<file path="src/rtl/cpd_pkg.sv">
// ============================================================================
// cpd_pkg
// Shared sizes, types and codes for the closest pair distance block.
// ============================================================================
package cpd_pkg;

  // Capacity and coordinate format
  localparam int MAX_POINTS = 64;
  localparam int COORD_BITS = 16;
  localparam int IN_W       = 16;

  // Result format
  localparam int SQ_W      = 36;
  localparam int FRAC_BITS = 8;
  localparam int RAD_W     = SQ_W + 2 * FRAC_BITS;
  localparam int ROOT_W    = RAD_W / 2;
  localparam int REM_W     = ROOT_W + 2;
  localparam int SQRT_CNT_W = $clog2(ROOT_W + 1);

  // Index and count widths
  localparam int IDX_W = $clog2(MAX_POINTS);
  localparam int CNT_W = $clog2(MAX_POINTS + 1);

  // Distance datapath widths
  localparam int PROD_W = 2 * COORD_BITS;
  localparam int SUM_W  = PROD_W + 1;
  localparam int EXT_W  = (SUM_W > SQ_W) ? SUM_W : SQ_W;

  // Front-to-back queue
  localparam int Q_DEPTH = 4;
  localparam int Q_PTR_W = $clog2(Q_DEPTH);
  localparam int Q_CNT_W = $clog2(Q_DEPTH + 1);

  typedef logic signed [COORD_BITS-1:0] coord_t;

  // What the back end does with a point
  typedef enum logic {
    PT_STORE,
    PT_DROP
  } pt_kind_t;

  typedef struct packed {
    coord_t             x;
    coord_t             y;
    pt_kind_t           kind;
    logic               last;
    logic [IDX_W-1:0]   addr;
    logic [CNT_W-1:0]   n;
  } q_entry_t;

  typedef enum logic [2:0] {
    ST_IDLE,
    ST_SCAN,
    ST_DRAIN,
    ST_ROOT_GO,
    ST_ROOT_WAIT,
    ST_RESULT
  } back_state_t;

  typedef struct packed {
    logic             start;
    logic [RAD_W-1:0] rad;
  } sqrt_req_t;

  typedef struct packed {
    logic              done;
    logic [ROOT_W-1:0] root;
  } sqrt_rsp_t;

endpackage

</file>
<file path="src/rtl/closest_pair_distance.sv">
// ============================================================================
// closest_pair_distance
// Smallest distance between any two points of a 2D integer point set.
// ============================================================================
// Usage:
//   Send one point per input item on in_*; in_last_point marks the final
//   point of a set (it is a point of the set too). One result item follows
//   each set on out_*: exact squared distance, floor(distance * 256), a
//   no_pair flag for sets under two points and an overflowed flag when
//   points past the 64-entry capacity were dropped.
//   Points enter a four-item queue at one per cycle while it has room;
//   in_stall rises only when the queue is full.
//   After the last point leaves the queue, the pair scan runs one pair per
//   cycle over the n*(n-1)/2 pairs of n points; then the pipeline drains,
//   the square root is started and computes one bit per cycle with a done
//   strobe, and the result is registered.
//   The result register holds its item while out_stall is high; the queue
//   keeps taking points and the next set is loaded and scanned, but its
//   result waits in the back end until the register frees.
//   Reset (rst_n low, synchronous) empties the queue and clears the set.
// ============================================================================
module closest_pair_distance (
  input  logic                                clk,
  input  logic                                rst_n,
  input  logic                                in_valid,
  output logic                                in_stall,
  input  logic signed [cpd_pkg::IN_W-1:0]     in_point_x,
  input  logic signed [cpd_pkg::IN_W-1:0]     in_point_y,
  input  logic                                in_last_point,
  output logic                                out_valid,
  input  logic                                out_stall,
  output logic [cpd_pkg::SQ_W-1:0]            out_min_dist_sq,
  output logic [cpd_pkg::ROOT_W-1:0]          out_min_dist_root,
  output logic                                out_no_pair,
  output logic                                out_overflowed
);

  logic              q_full, q_push, q_pop, q_vld;
  cpd_pkg::q_entry_t push_entry, head_entry;

  // Accept and classify
  cpd_front u_front (
    .clk           (clk),
    .rst_n         (rst_n),
    .in_valid      (in_valid),
    .in_stall      (in_stall),
    .in_point_x    (in_point_x),
    .in_point_y    (in_point_y),
    .in_last_point (in_last_point),
    .q_full        (q_full),
    .q_push        (q_push),
    .q_entry       (push_entry)
  );

  // Decoupling queue
  cpd_queue u_queue (
    .clk        (clk),
    .rst_n      (rst_n),
    .push       (q_push),
    .push_entry (push_entry),
    .full       (q_full),
    .pop        (q_pop),
    .head_vld   (q_vld),
    .head_entry (head_entry)
  );

  // Store, scan and result
  cpd_back u_back (
    .clk               (clk),
    .rst_n             (rst_n),
    .q_vld             (q_vld),
    .q_entry           (head_entry),
    .q_pop             (q_pop),
    .out_valid         (out_valid),
    .out_stall         (out_stall),
    .out_min_dist_sq   (out_min_dist_sq),
    .out_min_dist_root (out_min_dist_root),
    .out_no_pair       (out_no_pair),
    .out_overflowed    (out_overflowed)
  );

endmodule

</file>
<file path="src/rtl/cpd_front.sv">
// ============================================================================
// cpd_front
// Input side: accepts points, casts coordinates to the coordinate type and tags each item as a
// store or a drop with its memory slot and the running set size.
// ============================================================================
module cpd_front (
  input  logic                    clk,
  input  logic                    rst_n,
  input  logic                    in_valid,
  output logic                    in_stall,
  input  logic signed [cpd_pkg::IN_W-1:0] in_point_x,
  input  logic signed [cpd_pkg::IN_W-1:0] in_point_y,
  input  logic                    in_last_point,
  input  logic                    q_full,
  output logic                    q_push,
  output cpd_pkg::q_entry_t       q_entry
);

  logic [cpd_pkg::CNT_W-1:0] count_r;
  logic [cpd_pkg::CNT_W-1:0] count_nxt;
  logic                      fits;

  // Handshake: stall only on a full queue
  assign in_stall = q_full;
  assign q_push   = in_valid && !q_full;
  assign fits     = count_r < cpd_pkg::CNT_W'(cpd_pkg::MAX_POINTS);

  // Classify the item
  always_comb begin
    q_entry.x    = cpd_pkg::coord_t'(in_point_x);
    q_entry.y    = cpd_pkg::coord_t'(in_point_y);
    q_entry.last = in_last_point;
    q_entry.addr = count_r[cpd_pkg::IDX_W-1:0];
    if (fits) begin
      q_entry.kind = cpd_pkg::PT_STORE;
      q_entry.n    = count_r + cpd_pkg::CNT_W'(1);
    end else begin
      q_entry.kind = cpd_pkg::PT_DROP;
      q_entry.n    = count_r;
    end
    count_nxt = in_last_point ? '0 : q_entry.n;
  end

  // Running set size
  always_ff @(posedge clk) begin
    if (!rst_n) begin
      count_r <= '0;
    end else if (q_push) begin
      count_r <= count_nxt;
    end
  end

endmodule

</file>
<file path="src/rtl/cpd_queue.sv">
// ============================================================================
// cpd_queue
// Small FIFO of classified items between the front and the back end.
// ============================================================================
module cpd_queue (
  input  logic              clk,
  input  logic              rst_n,
  input  logic              push,
  input  cpd_pkg::q_entry_t push_entry,
  output logic              full,
  input  logic              pop,
  output logic              head_vld,
  output cpd_pkg::q_entry_t head_entry
);

  cpd_pkg::q_entry_t              slot_r [cpd_pkg::Q_DEPTH];
  logic [cpd_pkg::Q_PTR_W-1:0]    wr_ptr_r;
  logic [cpd_pkg::Q_PTR_W-1:0]    rd_ptr_r;
  logic [cpd_pkg::Q_CNT_W-1:0]    cnt_r;
  logic                           do_push;
  logic                           do_pop;

  assign full       = cnt_r == cpd_pkg::Q_CNT_W'(cpd_pkg::Q_DEPTH);
  assign head_vld   = cnt_r != '0;
  assign head_entry = slot_r[rd_ptr_r];
  assign do_push    = push && !full;
  assign do_pop     = pop && head_vld;

  // Entry storage
  always_ff @(posedge clk) begin
    if (do_push) begin
      slot_r[wr_ptr_r] <= push_entry;
    end
  end

  // Pointers and fill count
  always_ff @(posedge clk) begin
    if (!rst_n) begin
      wr_ptr_r <= '0;
      rd_ptr_r <= '0;
      cnt_r    <= '0;
    end else begin
      if (do_push) begin
        wr_ptr_r <= wr_ptr_r + cpd_pkg::Q_PTR_W'(1);
      end
      if (do_pop) begin
        rd_ptr_r <= rd_ptr_r + cpd_pkg::Q_PTR_W'(1);
      end
      case ({do_push, do_pop})
        2'b10:   cnt_r <= cnt_r + cpd_pkg::Q_CNT_W'(1);
        2'b01:   cnt_r <= cnt_r - cpd_pkg::Q_CNT_W'(1);
        default: cnt_r <= cnt_r;
      endcase
    end
  end

endmodule

</file>
<file path="src/rtl/cpd_sqrt.sv">
// ============================================================================
// cpd_sqrt
// Iterative integer square root, one result bit per cycle.
// ============================================================================
module cpd_sqrt (
  input  logic               clk,
  input  logic               rst_n,
  input  cpd_pkg::sqrt_req_t req,
  output cpd_pkg::sqrt_rsp_t rsp
);

  logic [cpd_pkg::RAD_W-1:0]      rad_r;
  logic [cpd_pkg::REM_W-1:0]      rem_r;
  logic [cpd_pkg::ROOT_W-1:0]     root_r;
  logic [cpd_pkg::SQRT_CNT_W-1:0] cnt_r;
  logic                           busy_r;
  logic                           done_r;
  logic [cpd_pkg::REM_W-1:0]      rem_sh;
  logic [cpd_pkg::REM_W-1:0]      trial;
  logic                           fit;

  // One digit step: bring down two bits, try root*4+1
  always_comb begin
    rem_sh = {rem_r[cpd_pkg::REM_W-3:0], rad_r[cpd_pkg::RAD_W-1 -: 2]};
    trial  = {root_r, 2'b01};
    fit    = rem_sh >= trial;
  end

  // Control
  always_ff @(posedge clk) begin
    if (!rst_n) begin
      busy_r <= 1'b0;
      done_r <= 1'b0;
      cnt_r  <= '0;
    end else begin
      done_r <= 1'b0;
      if (req.start) begin
        busy_r <= 1'b1;
        cnt_r  <= '0;
      end else if (busy_r) begin
        cnt_r <= cnt_r + cpd_pkg::SQRT_CNT_W'(1);
        if (cnt_r == cpd_pkg::SQRT_CNT_W'(cpd_pkg::ROOT_W - 1)) begin
          busy_r <= 1'b0;
          done_r <= 1'b1;
        end
      end
    end
  end

  // Datapath
  always_ff @(posedge clk) begin
    if (req.start) begin
      rad_r  <= req.rad;
      rem_r  <= '0;
      root_r <= '0;
    end else if (busy_r) begin
      rad_r  <= {rad_r[cpd_pkg::RAD_W-3:0], 2'b00};
      rem_r  <= fit ? (rem_sh - trial) : rem_sh;
      root_r <= {root_r[cpd_pkg::ROOT_W-2:0], fit};
    end
  end

  assign rsp.done = done_r;
  assign rsp.root = root_r;

endmodule

</file>
<file path="src/rtl/cpd_back.sv">
// ============================================================================
// cpd_back
// Back end: writes points to the store, scans all pairs one per cycle,
// takes the root of the minimum and holds the result for the receiver.
// ============================================================================
module cpd_back (
  input  logic                          clk,
  input  logic                          rst_n,
  input  logic                          q_vld,
  input  cpd_pkg::q_entry_t             q_entry,
  output logic                          q_pop,
  output logic                          out_valid,
  input  logic                          out_stall,
  output logic [cpd_pkg::SQ_W-1:0]      out_min_dist_sq,
  output logic [cpd_pkg::ROOT_W-1:0]    out_min_dist_root,
  output logic                          out_no_pair,
  output logic                          out_overflowed
);

  cpd_pkg::back_state_t state_r;
  cpd_pkg::back_state_t state_nxt;

  // Point store
  cpd_pkg::coord_t x_mem [cpd_pkg::MAX_POINTS];
  cpd_pkg::coord_t y_mem [cpd_pkg::MAX_POINTS];
  cpd_pkg::coord_t xa_r, ya_r, xb_r, yb_r;

  // Scan control
  logic [cpd_pkg::IDX_W-1:0] i_r, j_r, last_idx;
  logic [cpd_pkg::CNT_W-1:0] n_r;
  logic                      dropped_r, ovf_r, no_pair_r;
  logic                      issue, scan_end;

  // Pair pipeline
  logic                           s1_vld_r, s2_vld_r, s3_vld_r;
  logic [cpd_pkg::COORD_BITS:0]   dxw, dyw, dxa, dya;
  logic [cpd_pkg::COORD_BITS-1:0] dx_r, dy_r;
  logic [cpd_pkg::PROD_W-1:0]     sqx_r, sqy_r;
  logic [cpd_pkg::SUM_W-1:0]      sum, best_r;
  logic                           best_vld_r;

  // Result shaping
  logic [cpd_pkg::EXT_W-1:0]  best_ext;
  logic                       sq_sat;
  logic [cpd_pkg::SQ_W-1:0]   sq_clip;
  logic [cpd_pkg::ROOT_W-1:0] root_val;
  cpd_pkg::sqrt_req_t         sqrt_req;
  cpd_pkg::sqrt_rsp_t         sqrt_rsp;
  logic                       sqrt_start, out_load;

  logic                       out_vld_r;
  logic [cpd_pkg::SQ_W-1:0]   out_sq_r;
  logic [cpd_pkg::ROOT_W-1:0] out_root_r;
  logic                       out_np_r, out_ovf_r;

  assign last_idx = cpd_pkg::IDX_W'(n_r - cpd_pkg::CNT_W'(1));
  assign scan_end = (i_r == last_idx - cpd_pkg::IDX_W'(1)) && (j_r == last_idx);

  // Next state
  always_comb begin
    state_nxt = state_r;
    case (state_r)
      cpd_pkg::ST_IDLE: begin
        if (q_vld && q_entry.last) begin
          state_nxt = (q_entry.n < cpd_pkg::CNT_W'(2)) ? cpd_pkg::ST_RESULT
                                                        : cpd_pkg::ST_SCAN;
        end
      end
      cpd_pkg::ST_SCAN: begin
        if (scan_end) state_nxt = cpd_pkg::ST_DRAIN;
      end
      cpd_pkg::ST_DRAIN: begin
        if (!s1_vld_r && !s2_vld_r && !s3_vld_r) state_nxt = cpd_pkg::ST_ROOT_GO;
      end
      cpd_pkg::ST_ROOT_GO: begin
        state_nxt = cpd_pkg::ST_ROOT_WAIT;
      end
      cpd_pkg::ST_ROOT_WAIT: begin
        if (sqrt_rsp.done) state_nxt = cpd_pkg::ST_RESULT;
      end
      cpd_pkg::ST_RESULT: begin
        if (out_load) state_nxt = cpd_pkg::ST_IDLE;
      end
      default: state_nxt = cpd_pkg::ST_IDLE;
    endcase
  end

  // State outputs
  always_comb begin
    q_pop      = 1'b0;
    issue      = 1'b0;
    sqrt_start = 1'b0;
    out_load   = 1'b0;
    case (state_r)
      cpd_pkg::ST_IDLE:    q_pop      = q_vld;
      cpd_pkg::ST_SCAN:    issue      = 1'b1;
      cpd_pkg::ST_ROOT_GO: sqrt_start = 1'b1;
      cpd_pkg::ST_RESULT:  out_load   = !out_vld_r || !out_stall;
      default: ;
    endcase
  end

  always_ff @(posedge clk) begin
    if (!rst_n) begin
      state_r <= cpd_pkg::ST_IDLE;
    end else begin
      state_r <= state_nxt;
    end
  end

  // Store write and dual registered read
  always_ff @(posedge clk) begin
    if (q_pop && q_entry.kind == cpd_pkg::PT_STORE) begin
      x_mem[q_entry.addr] <= q_entry.x;
      y_mem[q_entry.addr] <= q_entry.y;
    end
    xa_r <= x_mem[i_r];
    ya_r <= y_mem[i_r];
    xb_r <= x_mem[j_r];
    yb_r <= y_mem[j_r];
  end

  // Set bookkeeping and pair walk
  always_ff @(posedge clk) begin
    if (!rst_n) begin
      dropped_r <= 1'b0;
      ovf_r     <= 1'b0;
      no_pair_r <= 1'b0;
      n_r       <= '0;
      i_r       <= '0;
      j_r       <= '0;
    end else begin
      if (q_pop) begin
        if (q_entry.last) begin
          dropped_r <= 1'b0;
          ovf_r     <= dropped_r || (q_entry.kind == cpd_pkg::PT_DROP);
          no_pair_r <= q_entry.n < cpd_pkg::CNT_W'(2);
          n_r       <= q_entry.n;
          i_r       <= '0;
          j_r       <= cpd_pkg::IDX_W'(1);
        end else if (q_entry.kind == cpd_pkg::PT_DROP) begin
          dropped_r <= 1'b1;
        end
      end else if (issue && !scan_end) begin
        if (j_r == last_idx) begin
          i_r <= i_r + cpd_pkg::IDX_W'(1);
          j_r <= i_r + cpd_pkg::IDX_W'(2);
        end else begin
          j_r <= j_r + cpd_pkg::IDX_W'(1);
        end
      end
    end
  end

  // Absolute coordinate differences and the sum of squares
  always_comb begin
    dxw = {xa_r[cpd_pkg::COORD_BITS-1], xa_r} - {xb_r[cpd_pkg::COORD_BITS-1], xb_r};
    dyw = {ya_r[cpd_pkg::COORD_BITS-1], ya_r} - {yb_r[cpd_pkg::COORD_BITS-1], yb_r};
    dxa = dxw[cpd_pkg::COORD_BITS] ? (~dxw) + (cpd_pkg::COORD_BITS+1)'(1) : dxw;
    dya = dyw[cpd_pkg::COORD_BITS] ? (~dyw) + (cpd_pkg::COORD_BITS+1)'(1) : dyw;
    sum = cpd_pkg::SUM_W'(sqx_r) + cpd_pkg::SUM_W'(sqy_r);
  end

  // Pipeline valids and running minimum
  always_ff @(posedge clk) begin
    if (!rst_n) begin
      s1_vld_r   <= 1'b0;
      s2_vld_r   <= 1'b0;
      s3_vld_r   <= 1'b0;
      best_vld_r <= 1'b0;
    end else begin
      s1_vld_r <= issue;
      s2_vld_r <= s1_vld_r;
      s3_vld_r <= s2_vld_r;
      if (q_pop && q_entry.last) begin
        best_vld_r <= 1'b0;
      end else if (s3_vld_r && (!best_vld_r || sum < best_r)) begin
        best_vld_r <= 1'b1;
      end
    end
  end

  // Pipeline data
  always_ff @(posedge clk) begin
    dx_r  <= dxa[cpd_pkg::COORD_BITS-1:0];
    dy_r  <= dya[cpd_pkg::COORD_BITS-1:0];
    sqx_r <= dx_r * dx_r;
    sqy_r <= dy_r * dy_r;
    if (s3_vld_r && (!best_vld_r || sum < best_r)) begin
      best_r <= sum;
    end
  end

  // Saturate to the output range and take the root
  always_comb begin
    best_ext = cpd_pkg::EXT_W'(best_r);
    sq_sat   = best_ext > cpd_pkg::EXT_W'({cpd_pkg::SQ_W{1'b1}});
    sq_clip  = sq_sat ? {cpd_pkg::SQ_W{1'b1}} : cpd_pkg::SQ_W'(best_r);
    root_val = sq_sat ? {cpd_pkg::ROOT_W{1'b1}} : sqrt_rsp.root;
    sqrt_req.start = sqrt_start;
    sqrt_req.rad   = {sq_clip, {(2 * cpd_pkg::FRAC_BITS){1'b0}}};
  end

  cpd_sqrt u_sqrt (
    .clk   (clk),
    .rst_n (rst_n),
    .req   (sqrt_req),
    .rsp   (sqrt_rsp)
  );

  // Output register
  always_ff @(posedge clk) begin
    if (!rst_n) begin
      out_vld_r <= 1'b0;
    end else if (out_load) begin
      out_vld_r <= 1'b1;
    end else if (!out_stall) begin
      out_vld_r <= 1'b0;
    end
  end

  always_ff @(posedge clk) begin
    if (out_load) begin
      out_sq_r   <= no_pair_r ? '0 : sq_clip;
      out_root_r <= no_pair_r ? '0 : root_val;
      out_np_r   <= no_pair_r;
      out_ovf_r  <= ovf_r;
    end
  end

  assign out_valid         = out_vld_r;
  assign out_min_dist_sq   = out_sq_r;
  assign out_min_dist_root = out_root_r;
  assign out_no_pair       = out_np_r;
  assign out_overflowed    = out_ovf_r;

endmodule
</file>
<file path="config.mk">
export PLATFORM = sky130hd
export DESIGN_NAME = closest_pair_distance
export DESIGN_NICKNAME = d
export VERILOG_FILES = /design/src/rtl/cpd_pkg.sv /design/src/rtl/closest_pair_distance.sv /design/src/rtl/cpd_front.sv /design/src/rtl/cpd_queue.sv /design/src/rtl/cpd_sqrt.sv /design/src/rtl/cpd_back.sv
export SDC_FILE = /design/constraint.sdc
export NUM_CORES = 2
export LEC_CHECK = 0
export BUFFER_PORTS_ARGS = -buffer_cell sky130_fd_sc_hd__buf_4
export CORE_MARGIN = 3
export CORE_UTILIZATION = 35
export DETAILED_ROUTE_END_ITERATION = 8
export SYNTH_ARGS = -nofsm -noshare
export SYNTH_HDL_FRONTEND = slang
export SYNTH_SLANG_ARGS = --single-unit
</file>
<file path="constraint.sdc">
create_clock -name clk -period 6.75 [get_ports clk]
set_input_delay 0.3375 -clock clk [delete_from_list [all_inputs] [get_ports clk]]
set_output_delay 0.3375 -clock clk [all_outputs]
set_load 0.03 [all_outputs]
</file>
==> impl_metrics.env <==
export IMPL_outcome="complete, no violations"
export IMPL_drc=0
export IMPL_critPathMaxStageDelay_ps=540
export IMPL_maxSlewViolCount=0
export IMPL_critical_path_slowest_cell="fa_1"
export IMPL_io_buffers=99
export IMPL_required_ps=7480
export IMPL_final_instance_count_excl_fill=13506
export IMPL_worst_path_buf_inv=7
export IMPL_grt_use_met1=0.265
export IMPL_busiest_layer="met2"
export IMPL_vias_per_cell=5.73
export IMPL_synth_cell_types=79
export IMPL_tns_ps=0
export IMPL_antenna_left=0
export IMPL_final_nets=9002
export IMPL_worst_pin_slew_ps=1330
export IMPL_yosysWarnings=0
export IMPL_cts_tree="done"
export IMPL_rows=225
export IMPL_drt_iter0_markers=8670
export IMPL_io_pins=103
export IMPL_fin_skew_ps=86.9
export IMPL_global_route_usage_met3=0.0309
export IMPL_crit_chain="inv_1 > nor2_1 > fa_1 > inv_1 > fa_1 > inv_1 > fa_1 > inv_1 > fa_1 > inv_1 > fa_1 > inv_1 > fa_1 > inv_1 > ha_1 > and2_1 > a41oi_1 > or3b_2 > a31oi_2 > nand4_1 > nand2_1 > a41oi_1 > a311oi_2 > xor2_1"
export IMPL_drive_above_1_share=0.237
export IMPL_grt_pass1_wl_microns=569000
export IMPL_grtUsageTotal=0.200
export IMPL_final_cell_mix="edfxtp_1 (2363), mux4_2 (1132), inv_1 (634)"
export IMPL_clock_sinks=2628
export IMPL_initial_core_util=0.353
export IMPL_startpoint="u_back.dy_r[3]"
export IMPL_ys_flop_type="edfxtp_1"
export IMPL_post_drt_wl_per_cell_microns=29.1
export IMPL_synthArstFlopShare=0
export IMPL_placed_cells=12964
export IMPL_use_met2=0.327
export IMPL_criticalPathCategory="reg -> reg"
export IMPL_synth_cells=8077
export IMPL_rsz0062_at_grt="yes"
export IMPL_finalCritPeriodShare=0.952
export IMPL_ys_seq_area_frac=0.573
export IMPL_synth_edf_count=2363
export IMPL_critPathArrivalTime_ps=7160
export IMPL_path_delay_family="adder cells"
export IMPL_grt_antenna_before_repair=12
export IMPL_syn_avg_cell_area_sq_um=16.5
export IMPL_r2r_start="u_back.dy_r[3]"
export IMPL_ys_ff_latch=2628
export IMPL_syn_to_final_growth_pct=13.2
export IMPL_grt_max_degree=94
export IMPL_insertion_delay_ps=860
export IMPL_setup_viol=0
export IMPL_die_h_microns=622
export IMPL_post_route_util=0.400
export IMPL_fp_dieW_microns=622
export IMPL_hpwl_microns=246000
export IMPL_first_pass_iters=5
export IMPL_die_area_sq_um=387000
export IMPL_grt_pass1_vias=79814
export IMPL_vias=77359
export IMPL_timing_final_crit_period_ps=6430
export IMPL_cp_max_fo=12
export IMPL_place_congestion=0.854
export IMPL_synthesis_area_sq_um=133000
export IMPL_clockBufferDepth=4
export IMPL_cts_buffers=288
export IMPL_endpoint_kind="flop"
export IMPL_fmax_mhz=156
export IMPL_cp_common_cell="inv_1"
export IMPL_clockRootBuffer="clkbuf_16"
export IMPL_hp_class="in -> reg"
export IMPL_core_region_area_sq_um=377000
export IMPL_final_common_cell="edfxtp_1"
export IMPL_max_slew_margin=0.108
export IMPL_hp_start="in_point_x[4]"
export IMPL_clk_pin_slew_ps=60
export IMPL_cap_viol_max_count=0
export IMPL_hold_viol_final=0
export IMPL_grt_overflow_total=0
export IMPL_routed_wl_microns=393000
export IMPL_htree_levels=5
export IMPL_start_kind="flop"
==> Yosys cell counts, types with 9 or more instances <==
library cell / count / area (sq um)
nor2b_1: 40 / 250
fa_1: 330 / 6610
or3_1: 9 / 56.3
nor3b_1: 9 / 67.6
clkbuf_1: 315 / 1180
dfxtp_1: 265 / 5310
o21ai_0: 242 / 1210
ha_1: 340 / 4250
nand2b_1: 34 / 213
and2_1: 80 / 500
mux2i_1: 385 / 3850
nor3_1: 41 / 205
edfxtp_1: 2363 / 71000
o21a_1: 19 / 143
nand3_1: 61 / 305
inv_1: 634 / 2380
a211oi_1: 76 / 571
xor2_1: 63 / 552
nand4_1: 17 / 106
buf_1: 127 / 477
o221ai_1: 49 / 429
a21oi_1: 204 / 1020
xnor2_1: 141 / 1230
a21o_1: 78 / 586
o22ai_1: 66 / 413
o31ai_1: 13 / 97.6
nand2_1: 356 / 1340
o21bai_1: 20 / 150
and3_1: 23 / 144
a31oi_1: 16 / 100
mux2_2: 23 / 259
mux4_2: 1132 / 25500
o211ai_1: 9 / 67.6
nor2_1: 355 / 1330
a211o_1: 10 / 87.6
buf_2: 16 / 80.1
==> metal layers <==
metal | part of all wire | vias up | wire length [microns]
li1 | - | 32053 | -
met1 | 0.40 | 40990 | 156000
met2 | 0.48 | 3544 | 188000
met3 | 0.076 | 766 | 29800
met4 | 0.049 | 6 | 19200
met5 | 0.00011 | - | 43
==> cell families (layout without fill, tap and decap cells) <==
logic type / count (synthesis) / in the layout / share of synthesized area
XOR/XNOR: 204 / 204 / 0.0134
multiplexers: 1540 / 1540 / 0.223
buffers and inverters: 1096 / 1522 / 0.0312
adder cells (fa/ha/maj): 670 / 670 / 0.0816
AND/OR/NAND/NOR: 1069 / 1069 / 0.0365
other: 1 / 10 / 0.0000282
flip-flops: 2628 / 2628 / 0.573
AO/OA/AOI/OAI: 869 / 869 / 0.0413
==> state kept, by name, summed over array words and instances, names as in the netlist, 26 cells and up, named ones only <==
name / count
u_back.sqy_r: 31
u_back.out_min_dist_sq: 33
u_back.best_r: 33
u_back.sqx_r: 31
u_queue.slot_r: 188
u_back.x_mem: 1024
u_back.u_sqrt.rem_r: 26
u_back.u_sqrt.rad_r: 36
u_back.y_mem: 1024
u_back.u_sqrt.root_r: 26
u_back.out_min_dist_root: 26
==> through the flow <==
stage / setup WS, ps / hold WS, ps / area [sq um]
floorplan: 486 / 354 / 133000
global placement: 256 / 410 / 141000
detailed placement: 175 / 410 / 141000
CTS: 80.9 / 156 / 151000
global route: -36.5 / 197 / 151000
finish: 324 / 214 / 151000
==> worst paths after layout <==
| kind | end | slack (ps) | cells after the start |
|---|---|---|---|
| setup / recovery | u_back.sqy_r[30] | 320 | 24 |
| hold / removal | u_queue.slot_r[2][35] | 210 | 2 |
| setup reg to reg | u_back.sqy_r[30] | 320 | 24 |
| hold reg to reg | u_back.out_overflowed | 420 | 0 |
==> worst register-to-register path, stage by stage, from the launching register on <==
cell	delay (ps)
dfxtp_4	400
inv_1	90
nor2_1	70
fa_1	520
inv_1	70
fa_1	540
inv_1	60
fa_1	500
inv_1	50
fa_1	530
inv_1	50
fa_1	480
inv_1	50
fa_1	480
inv_1	40
ha_1	340
and2_1	200
a41oi_1	170
or3b_2	540
a31oi_2	190
nand4_1	110
nand2_1	110
a41oi_1	190
a311oi_2	320
xor2_1	180
==> cell type report <==
| cell class | instances | area (sq um) |
|---|---|---|
| sequential | 2628 | 76300 |
| multi-input combinational | 4355 | 53200 |
| inverter | 635 | 2380 |
| fill | 33677 | 226000 |
| tap | 4994 | 6250 |
| clock buffer | 388 | 7910 |
| clock inverter | 112 | 1040 |
| timing repair buffer | 387 | 3520 |
| antenna | 7 | 17.5 |
==> what timing repair did <==
item                                    4_1_cts  5_1_grt
hold buffers                                 35        0
hold endpoints to repair                    149        0
gates resized for setup                       0       11
endpoints found under the setup margin        0        7
setup buffers                                 0        0
Power is not shown: default switching activity piles up to over one toggle a cycle in this logic, so the estimate is an artifact.
